[config.mk]
export PLATFORM = sky130hd
export DESIGN_NAME = integer_to_radix_ascii_flat
export DESIGN_NICKNAME = d
export VERILOG_FILES = /design/src/hdl/itra_pkg.sv /design/src/hdl/itra_if.sv /design/src/hdl/itra_ram.sv /design/src/hdl/itra_regs.sv /design/src/hdl/itra_ctrl.sv /design/src/hdl/itra_dp.sv /design/src/hdl/integer_to_radix_ascii.sv /design/src/flat_wrapper.sv
export SDC_FILE = /design/constraint.sdc
export NUM_CORES = 1
export LEC_CHECK = 0
export ABC_CLOCK_PERIOD_IN_PS = 22600
export BUFFER_PORTS_ARGS = -buffer_cell sky130_fd_sc_hd__buf_2
export CAP_MARGIN = 20
export CORE_UTILIZATION = 45
export DETAILED_ROUTE_END_ITERATION = 10
export HOLD_SLACK_MARGIN = 0.12
export MAX_ROUTING_LAYER = met4
export PLACE_DENSITY = 0.64
export SETUP_SLACK_MARGIN = 0.02
export SLEW_MARGIN = 20
export SYNTH_ARGS = -nofsm -noshare
export SYNTH_HDL_FRONTEND = slang
export SYNTH_HIERARCHICAL = 1
export SYNTH_SLANG_ARGS = --single-unit
[constraint.sdc]
create_clock -name clk -period 22.6 [get_ports clk]
set_clock_uncertainty 0.2 [all_clocks]
set_input_delay 0 -clock clk [delete_from_list [all_inputs] [get_ports clk]]
set_output_delay 0 -clock clk [all_outputs]
set_load 0.05 [all_outputs]
[src/hdl/itra_pkg.sv]
// Types, constants and helper functions of the radix ASCII converter
package itra_pkg;

  localparam int RADIX_W    = 6;
  localparam int CHAR_W     = 8;
  localparam int CFG_ADDR_W = 2;
  localparam int CFG_DATA_W = 32;
  localparam int DIV_STEPS  = 8;   // quotient bits resolved per cycle

  localparam logic [RADIX_W-1:0]    RADIX_MIN   = 6'd2;
  localparam logic [RADIX_W-1:0]    RADIX_MAX   = 6'd36;
  localparam logic [RADIX_W-1:0]    RADIX_DEC   = 6'd10;
  localparam logic [RADIX_W-1:0]    RADIX_RESET = 6'd10;
  localparam logic [CHAR_W-1:0]     CHAR_ZERO   = 8'd48;
  localparam logic [CHAR_W-1:0]     CHAR_ALPHA  = 8'd65;
  localparam logic [CHAR_W-1:0]     CHAR_MINUS  = 8'd45;
  localparam logic [CFG_ADDR_W-1:0] ADDR_RADIX  = 2'd0;

  typedef enum logic [2:0] {
    ST_IDLE,
    ST_DIV,
    ST_SIGN,
    ST_READ,
    ST_LOAD
  } itra_state_t;

  typedef struct packed {
    logic load;       // capture a new value
    logic div_step;   // run one division cycle
    logic sign_load;  // put the minus sign in the output register
    logic rd_issue;   // read the next stored digit
    logic char_load;  // put the read digit in the output register
  } itra_cmd_t;

  typedef struct packed {
    logic step_last;  // this division cycle finishes a digit
    logic q_zero;     // the quotient after this cycle is zero
    logic need_sign;  // value is negative and radix is ten
    logic cnt_zero;   // the digit just read is the least significant one
    logic out_free;   // the output register can take a character
  } itra_sts_t;

  // Clamp the radix register to the supported range
  function automatic logic [RADIX_W-1:0] clamp_radix(input logic [RADIX_W-1:0] r);
    logic [RADIX_W-1:0] res;
    res = r;
    if (r < RADIX_MIN) res = RADIX_MIN;
    if (r > RADIX_MAX) res = RADIX_MAX;
    return res;
  endfunction

  // Map a digit value to its ASCII character
  function automatic logic [CHAR_W-1:0] digit_char(input logic [RADIX_W-1:0] d);
    logic [CHAR_W-1:0] dw;
    dw = CHAR_W'(d);
    if (d >= RADIX_DEC) return CHAR_ALPHA + dw - CHAR_W'(RADIX_DEC);
    return CHAR_ZERO + dw;
  endfunction

endpackage

[src/hdl/itra_if.sv]
// Valid/ready channel interfaces for input values and output characters

interface itra_in_if #(parameter int VALUE_WIDTH = 32);
  logic                          valid;
  logic                          ready;
  logic signed [VALUE_WIDTH-1:0] value;

  modport source (output valid, output value, input ready);
  modport sink   (input valid, input value, output ready);
endinterface

interface itra_out_if;
  logic       valid;
  logic       ready;
  logic [7:0] char_code;
  logic       last;

  modport source (output valid, output char_code, output last, input ready);
  modport sink   (input valid, input char_code, input last, output ready);
endinterface

[src/hdl/itra_ram.sv]
// Generic single-write, single-read RAM with registered read data
module itra_ram #(
  parameter int WIDTH = 8,
  parameter int DEPTH = 32
) (
  input  logic                     clk,
  input  logic                     we,
  input  logic [$clog2(DEPTH)-1:0] waddr,
  input  logic [WIDTH-1:0]         wdata,
  input  logic                     re,
  input  logic [$clog2(DEPTH)-1:0] raddr,
  output logic [WIDTH-1:0]         rdata_r
);

  logic [WIDTH-1:0] mem [DEPTH];

  // Write port
  always_ff @(posedge clk) begin
    if (we) begin
      mem[waddr] <= wdata;
    end
  end

  // Registered read port, holds between reads
  always_ff @(posedge clk) begin
    if (re) begin
      rdata_r <= mem[raddr];
    end
  end

endmodule

[src/hdl/itra_regs.sv]
// APB register block holding the radix register
module itra_regs
  import itra_pkg::*;
(
  input  logic                    clk,
  input  logic                    rst_n,
  input  logic                    psel,
  input  logic                    penable,
  input  logic                    pwrite,
  input  logic [CFG_ADDR_W-1:0]   paddr,
  input  logic [CFG_DATA_W-1:0]   pwdata,
  output logic [CFG_DATA_W-1:0]   prdata,
  output logic                    pready,
  output logic [RADIX_W-1:0]      radix
);

  logic [RADIX_W-1:0] radix_r;
  logic               wr_en;

  assign pready = 1'b1;
  assign wr_en  = psel && penable && pwrite && pready && (paddr == ADDR_RADIX);

  // Update the radix on the access beat of a write
  always_ff @(posedge clk) begin
    if (!rst_n) begin
      radix_r <= RADIX_RESET;
    end else if (wr_en) begin
      radix_r <= pwdata[RADIX_W-1:0];
    end
  end

  // Read back the register, zero elsewhere
  always_comb begin
    prdata = '0;
    if (paddr == ADDR_RADIX) begin
      prdata = CFG_DATA_W'(radix_r);
    end
  end

  assign radix = radix_r;

endmodule

[src/hdl/itra_ctrl.sv]
// Controller state machine sequencing division, digit storage and output
module itra_ctrl
  import itra_pkg::*;
(
  input  logic      clk,
  input  logic      rst_n,
  input  logic      in_valid,
  output logic      in_ready,
  input  itra_sts_t sts,
  output itra_cmd_t cmd
);

  itra_state_t state_r, state_nxt;

  // State register
  always_ff @(posedge clk) begin
    if (!rst_n) begin
      state_r <= ST_IDLE;
    end else begin
      state_r <= state_nxt;
    end
  end

  // Next state and commands
  always_comb begin
    state_nxt = state_r;
    cmd       = '0;
    in_ready  = 1'b0;
    unique case (state_r)
      ST_IDLE: begin
        in_ready = 1'b1;
        if (in_valid) begin
          cmd.load  = 1'b1;
          state_nxt = ST_DIV;
        end
      end
      ST_DIV: begin
        cmd.div_step = 1'b1;
        if (sts.step_last && sts.q_zero) begin
          state_nxt = ST_SIGN;
        end
      end
      ST_SIGN: begin
        if (!sts.need_sign) begin
          state_nxt = ST_READ;
        end else if (sts.out_free) begin
          cmd.sign_load = 1'b1;
          state_nxt     = ST_READ;
        end
      end
      ST_READ: begin
        cmd.rd_issue = 1'b1;
        state_nxt    = ST_LOAD;
      end
      ST_LOAD: begin
        // Hand over the read digit and fetch the next one in the same cycle
        if (sts.out_free) begin
          cmd.char_load = 1'b1;
          if (sts.cnt_zero) begin
            state_nxt = ST_IDLE;
          end else begin
            cmd.rd_issue = 1'b1;
          end
        end
      end
      default: begin
        state_nxt = ST_IDLE;
      end
    endcase
  end

endmodule

[src/hdl/itra_dp.sv]
// Datapath: magnitude, digit divider, digit store and output register
module itra_dp
  import itra_pkg::*;
#(
  parameter int VALUE_WIDTH = 32
) (
  input  logic                          clk,
  input  logic                          rst_n,
  input  logic signed [VALUE_WIDTH-1:0] in_value,
  input  logic [RADIX_W-1:0]            radix_cfg,
  input  itra_cmd_t                     cmd,
  output itra_sts_t                     sts,
  input  logic                          out_ready,
  output logic                          out_valid,
  output logic [CHAR_W-1:0]             out_char_code,
  output logic                          out_last
);

  localparam int MAG_W = ((VALUE_WIDTH + DIV_STEPS - 1) / DIV_STEPS) * DIV_STEPS;
  localparam int NSTEP = MAG_W / DIV_STEPS;
  localparam int SW    = (NSTEP > 1) ? $clog2(NSTEP) : 1;
  localparam int CW    = $clog2(VALUE_WIDTH + 1);
  localparam int AW    = $clog2(VALUE_WIDTH);

  logic [MAG_W-1:0]       quo_r, quo_nxt;
  logic [RADIX_W-1:0]     rem_r, rem_nxt;
  logic [RADIX_W:0]       part;
  logic [RADIX_W-1:0]     radix_r, radix_eff;
  logic                   need_sign_r;
  logic [SW-1:0]          step_r;
  logic [CW-1:0]          cnt_r, cnt_dec;
  logic                   out_valid_r;
  logic [CHAR_W-1:0]      out_char_r;
  logic                   out_last_r;
  logic [VALUE_WIDTH-1:0] mag;
  logic                   step_last;
  logic                   digit_we;
  logic [RADIX_W-1:0]     digit_rd;

  assign radix_eff = clamp_radix(radix_cfg);
  assign mag       = in_value[VALUE_WIDTH-1] ? VALUE_WIDTH'(-in_value) : in_value;
  assign step_last = (step_r == SW'(NSTEP - 1));
  assign cnt_dec   = cnt_r - CW'(1);
  assign digit_we  = cmd.div_step && step_last;

  // Restoring division by the radix, several quotient bits per cycle
  always_comb begin
    quo_nxt = quo_r;
    rem_nxt = rem_r;
    part    = '0;
    for (int i = 0; i < DIV_STEPS; i++) begin
      part    = {rem_nxt, quo_nxt[MAG_W-1]};
      quo_nxt = {quo_nxt[MAG_W-2:0], 1'b0};
      if (part >= {1'b0, radix_r}) begin
        part       = part - {1'b0, radix_r};
        quo_nxt[0] = 1'b1;
      end
      rem_nxt = part[RADIX_W-1:0];
    end
  end

  // Capture the magnitude, then run the division passes
  always_ff @(posedge clk) begin
    if (cmd.load) begin
      quo_r       <= MAG_W'(mag);
      rem_r       <= '0;
      radix_r     <= radix_eff;
      need_sign_r <= in_value[VALUE_WIDTH-1] && (radix_eff == RADIX_DEC);
    end else if (cmd.div_step) begin
      quo_r <= quo_nxt;
      rem_r <= step_last ? '0 : rem_nxt;
    end
  end

  // Division cycle and digit count
  always_ff @(posedge clk) begin
    if (!rst_n) begin
      step_r <= '0;
      cnt_r  <= '0;
    end else begin
      if (cmd.load) begin
        step_r <= '0;
        cnt_r  <= '0;
      end else begin
        if (cmd.div_step) begin
          step_r <= step_last ? '0 : step_r + SW'(1);
        end
        if (digit_we) begin
          cnt_r <= cnt_r + CW'(1);
        end else if (cmd.rd_issue) begin
          cnt_r <= cnt_dec;
        end
      end
    end
  end

  // Digits land least significant first and leave in reverse
  itra_ram #(
    .WIDTH (RADIX_W),
    .DEPTH (VALUE_WIDTH)
  ) u_digits (
    .clk     (clk),
    .we      (digit_we),
    .waddr   (cnt_r[AW-1:0]),
    .wdata   (rem_nxt),
    .re      (cmd.rd_issue),
    .raddr   (cnt_dec[AW-1:0]),
    .rdata_r (digit_rd)
  );

  // Output register: load a character or drop it once taken
  always_ff @(posedge clk) begin
    if (!rst_n) begin
      out_valid_r <= 1'b0;
    end else if (cmd.sign_load || cmd.char_load) begin
      out_valid_r <= 1'b1;
    end else if (out_ready) begin
      out_valid_r <= 1'b0;
    end
  end

  always_ff @(posedge clk) begin
    if (cmd.sign_load) begin
      out_char_r <= CHAR_MINUS;
      out_last_r <= 1'b0;
    end else if (cmd.char_load) begin
      out_char_r <= digit_char(digit_rd);
      out_last_r <= (cnt_r == '0);
    end
  end

  assign out_valid     = out_valid_r;
  assign out_char_code = out_char_r;
  assign out_last      = out_last_r;

  assign sts.step_last = step_last;
  assign sts.q_zero    = (quo_nxt == '0);
  assign sts.need_sign = need_sign_r;
  assign sts.cnt_zero  = (cnt_r == '0);
  assign sts.out_free  = !out_valid_r || out_ready;

endmodule

[src/hdl/integer_to_radix_ascii.sv]
// Signed integer to ASCII digit string converter in a configurable radix
//
// Input channel in_if carries one signed value per beat; output channel out_if
// carries one ASCII character per beat, most significant digit first, with
// last set on the final character. Radix 10 negatives get a leading '-'.
// The radix register (APB, address 0) keeps the raw code; 2..36 is used as
// is and other codes clamp to the nearest end. Write it only while no value
// is in flight. One value is worked at a time: in_if.ready is high only when
// idle. Each digit is worked out by the shared restoring divider (8 quotient
// bits per cycle) and put in the digit store. Then the optional sign is sent,
// the first digit-store read is issued, and the stored digits are read out
// one by one as characters. A value of zero gives the single character '0'.
// When out_if.ready is low, the held character stays and the digit readout
// pauses; nothing is lost. Reset (rst_n low, synchronous) drops any value
// in flight, empties the output register and sets the radix to 10.
module integer_to_radix_ascii
  import itra_pkg::*;
#(
  parameter int VALUE_WIDTH = 32
) (
  input  logic                  clk,
  input  logic                  rst_n,
  itra_in_if.sink               in_if,
  itra_out_if.source            out_if,
  input  logic                  psel,
  input  logic                  penable,
  input  logic                  pwrite,
  input  logic [CFG_ADDR_W-1:0] paddr,
  input  logic [CFG_DATA_W-1:0] pwdata,
  output logic [CFG_DATA_W-1:0] prdata,
  output logic                  pready
);

  logic [RADIX_W-1:0] radix;
  itra_cmd_t          cmd;
  itra_sts_t          sts;

  itra_regs u_regs (
    .clk     (clk),
    .rst_n   (rst_n),
    .psel    (psel),
    .penable (penable),
    .pwrite  (pwrite),
    .paddr   (paddr),
    .pwdata  (pwdata),
    .prdata  (prdata),
    .pready  (pready),
    .radix   (radix)
  );

  itra_ctrl u_ctrl (
    .clk      (clk),
    .rst_n    (rst_n),
    .in_valid (in_if.valid),
    .in_ready (in_if.ready),
    .sts      (sts),
    .cmd      (cmd)
  );

  itra_dp #(
    .VALUE_WIDTH (VALUE_WIDTH)
  ) u_dp (
    .clk           (clk),
    .rst_n         (rst_n),
    .in_value      (in_if.value),
    .radix_cfg     (radix),
    .cmd           (cmd),
    .sts           (sts),
    .out_ready     (out_if.ready),
    .out_valid     (out_if.valid),
    .out_char_code (out_if.char_code),
    .out_last      (out_if.last)
  );

endmodule

[src/flat_wrapper.sv]
// flat-port wrapper written by rule: the top's interface ports become plain ports
module integer_to_radix_ascii_flat import itra_pkg::*;
#(
  parameter int VALUE_WIDTH = 32
)
  (clk, rst_n, psel, penable, pwrite, paddr, pwdata, prdata, pready, in_if_valid, in_if_value, in_if_ready, out_if_valid, out_if_char_code, out_if_last, out_if_ready);
  itra_in_if #(.VALUE_WIDTH(VALUE_WIDTH)) in_if_i ();
  itra_out_if out_if_i ();
  input  logic clk;
  input  logic rst_n;
  input  logic psel;
  input  logic penable;
  input  logic pwrite;
  input  logic [CFG_ADDR_W-1:0] paddr;
  input  logic [CFG_DATA_W-1:0] pwdata;
  output logic [CFG_DATA_W-1:0] prdata;
  output logic pready;
  input wire logic [$bits(in_if_i.valid)-1:0] in_if_valid;
  input wire logic [$bits(in_if_i.value)-1:0] in_if_value;
  output wire logic [$bits(in_if_i.ready)-1:0] in_if_ready;
  output wire logic [$bits(out_if_i.valid)-1:0] out_if_valid;
  output wire logic [$bits(out_if_i.char_code)-1:0] out_if_char_code;
  output wire logic [$bits(out_if_i.last)-1:0] out_if_last;
  input wire logic [$bits(out_if_i.ready)-1:0] out_if_ready;
  assign in_if_i.valid = in_if_valid;
  assign in_if_i.value = in_if_value;
  assign in_if_ready = in_if_i.ready;
  assign out_if_valid = out_if_i.valid;
  assign out_if_char_code = out_if_i.char_code;
  assign out_if_last = out_if_i.last;
  assign out_if_i.ready = out_if_ready;
  integer_to_radix_ascii #(.VALUE_WIDTH(VALUE_WIDTH)) u_core (.clk(clk), .rst_n(rst_n), .in_if(in_if_i), .out_if(out_if_i), .psel(psel), .penable(penable), .pwrite(pwrite), .paddr(paddr), .pwdata(pwdata), .prdata(prdata), .pready(pready));
endmodule
==> summary.md <==
| Metric | Value |
|---|---|
| # port buffers | `62` |
| Max_cap viols | `0` |
| Synth unique cells | `81` |
| Run status | `finished clean` |
| Critical Path End Type | `flip-flop` |
| Largest net degree at the start of global routing | `80` |
| Endpoint, Worst Hold | `prdata[3]` |
| Synthesized area | `14700 um^2` |
| Worst setup SP type | `flip-flop` |
| Chip Width | `182 um` |
| Worst-Skew Late Latency | `0.56 ns` |
| Most used cell, CP | `ha_1` |
| Seq/Total Area, Yosys | `52.9%` |
| Final min period | `19.91 ns` |
| Pins over their slew limit | `0` |
| Post-synth EDFFs | `237` |
| Drt wl/cell | `19.0 um` |
| CTS tree | `yes` |
| GRT Util Overall | `20.8%` |
| CP peak stage delay | `0.74 ns` |
| Setup_tns | `0 ns` |
| N_diodes | `0` |
| Initial Util | `46.1%` |
| Worst reg-to-reg setup slack | `2.69 ns` |
| Critical path class | `reg -> reg` |
| Fin crit share | `88.1%` |
| Hold Worst Slack | `0.184 ns` |
| Detail Route Antenna Nets | `0` |
| Placer Congestion | `0.881` |
| Synthesized instance count | `1154` |
| Hold wc startpoint | `paddr[0]` |
| Detailed placement HPWL | `22200 um` |
| R2R Path End | `u_core/u_dp/u_digits/mem[11][2]$_DFFE_PP_` |
| Num CTS Buffers | `28` |
| Most frequent cells in the layout | `edfxtp_1 (237), nor2_1 (118), dlygate4sd3_1 (92)` |
| Critical path's slowest cell | `edfxtp_1` |
| Critical path fanouts, max | `32` |
| Ys Warns | `6` |
| Final setup violating endpoints | `0` |
| Worst path bufs/invs | `7` |
| First-pass GRT wire length | `52100 um` |
| Num rows | `65` |
| Yosys reg bits | `269` |
| Layout cells sized above 1 | `16.4%` |
| Required @ worst endpoint | `22.64 ns` |
| Core Region | `31800 um^2` |
| CTS root buf | `clkbuf_16` |
| Primary FF master, synth | `edfxtp_1` |
| Initial antenna violation count | `0` |
| DRT Wirelength | `33400 um` |
| CP Data Arrival Time | `19.95 ns` |
| HP Class | `in -> out` |
| Syn avg cell area | `12.7 um^2` |
| Synthesis-to-finish area growth | `16.9%` |
| Fmax | `50.2 MHz` |
| Worst rel slew slack | `32.7%` |
| Placed cell area | `15300 um^2` |
| Reg2reg start | `u_core/u_dp/radix_r[1]$_DFFE_PP_` |
| Cell family with most CP delay | `compound AO/OA/AOI/OAI gates` |
| Async set-or-reset flop fraction in the synthesized netlist | `0%` |
| Die Ht | `182 um` |
| RSZ-0062 raised after global routing | `no` |
| Final hold vios | `0` |
| Worst reg2reg path depth | `76` |
| Hold path depth | `3` |
| Die footprint | `33300 um^2` |
| Clk buf depth | `3` |
| Via Count | `9720` |
| DR vias/cell | `5.53` |
| Most common cell after layout, fill and taps aside | `edfxtp_1` |
| DRC Markers | `0` |
| H-tree Lvls | `1` |
| Cell area after layout | `17100 um^2` |
| Vias in the first global route | `9377` |
| Drt pass-1 iters | `5` |
| Total grt overflow | `0` |
| Top Ports | `117` |
| NumNets Final | `1441` |
| Worst slew pin tran | `1.01 ns` |
| Clock Sinks | `269` |
| Detailed Route Iter0 Violations | `776` |
| Clock transition at the registers of the reported paths | `0.06 ns` |
==> what timing repair did <==
item                      4_1_cts  5_1_grt
hold endpoints to repair       57        0
hold buffers                   92        0
gates resized for setup         0        0
setup buffers                   0        0
==> worst register-to-register path, delay by kind of cell (launching register included) <==
kind                       cells  cell delay (ns)
and+or+nand+nor               20             3.62
muxes                          3             1.38
buffers and inverters          7             1.29
DFF                            1             0.74
adders and majority gates      8             2.40
AOI/OAI and AO/OA             38             9.98
==> worst max-delay path by stage <==
stage                                                start                                   endpoint  slack (ns)  cells after the start
after floorplan           u_core/u_dp/radix_r[1]$_DFFE_PP_   u_core/u_dp/u_digits/mem[0][2]$_DFFE_PP_        5.08                     78
after global routing      u_core/u_dp/radix_r[1]$_DFFE_PP_  u_core/u_dp/u_digits/mem[10][2]$_DFFE_PP_        0.94                     76
after global placement    u_core/u_dp/radix_r[1]$_DFFE_PP_  u_core/u_dp/u_digits/mem[20][2]$_DFFE_PP_        2.70                     76
final                     u_core/u_dp/radix_r[1]$_DFFE_PP_  u_core/u_dp/u_digits/mem[11][2]$_DFFE_PP_        2.69                     76
after detailed placement  u_core/u_dp/radix_r[1]$_DFFE_PP_  u_core/u_dp/u_digits/mem[22][2]$_DFFE_PP_        2.37                     76
after CTS                 u_core/u_dp/radix_r[1]$_DFFE_PP_   u_core/u_dp/u_digits/mem[8][2]$_DFFE_PP_        2.29                     76
==> cells by family after synthesis <==
kind of cell               synth area share [%]
and+or+nand+nor                            11.1
DFF                                        52.9
AOI/OAI and AO/OA                          9.48
buffers and inverters                      4.23
muxes                                      12.2
xor gates and xnor gates                   4.00
adders and majority gates                  6.03
other                                    0.0768
==> cells in the mapped netlist (all sizes together) (9+ instances only) <==
cell type | n | area share (%)
xnor2 | 24 | 1.4
xor2 | 43 | 2.6
inv | 57 | 1.5
clkbuf | 23 | 0.59
nor3 | 15 | 0.51
mux2 | 14 | 1.1
edfxtp | 237 | 49
nand3 | 23 | 0.79
and2 | 10 | 0.44
dfxtp | 32 | 4.4
a21o | 22 | 1.2
nand2 | 54 | 1.4
o21ai | 41 | 1.4
a211oi | 9 | 0.56
buf | 45 | 2.2
o31ai | 11 | 0.56
nand4 | 11 | 0.47
nor2b | 14 | 0.60
or3 | 9 | 0.38
nor3b | 9 | 0.57
mux2i | 27 | 1.9
ha | 57 | 4.9
nor2 | 120 | 3.1
mux4 | 60 | 9.2
nand2b | 14 | 0.60
a21oi | 60 | 2.0
==> sequential cells by signal (all words and copies together), names as in the netlist <==
name                          flops
u_core/u_dp/cnt_r                 6
u_core/u_dp/out_char_code         7
u_core/u_regs/radix               6
u_core/u_dp/out_valid             1
u_core/u_dp/u_digits/rdata_r      6
u_core/u_dp/out_last              1
u_core/u_dp/quo_r                32
u_core/u_dp/need_sign_r           1
u_core/u_dp/u_digits/mem        192
u_core/u_dp/radix_r               6
u_core/u_dp/step_r                2
u_core/u_dp/rem_r                 6
u_core/u_ctrl/state_r             3
==> routing by layer <==
metal	GRT usage, %	wire length [um]	vias up
met3	2.89	1680	49
met4	5.21	720	0
met5	-	0	-
met2	32.7	15600	282
li1	-	-	4611
met1	28.7	15400	4778
==> through the flow <==
stage	std cells	worst slack, ns	utilization (%)
floorplan	1179	5.08	-
global placement	1616	2.70	48.1
detailed placement	1616	2.37	48.1
CTS	1759	2.29	53.8
global route	1759	0.936	53.9
finish	1759	2.69	53.9
==> final cells by class <==
class | count | area (um^2)
multi-input cells | 785 | 6410
flip-flops and latches | 269 | 7760
fillers | 2612 | 14700
repair buffers | 162 | 1290
inverters | 57 | 214
clock buffers | 33 | 719
clock inverters | 18 | 186
well taps | 435 | 544
Power is left out: the tool's default activity adds up to more than one toggle a clock period on the data nets, which glitch-free logic cannot reach.
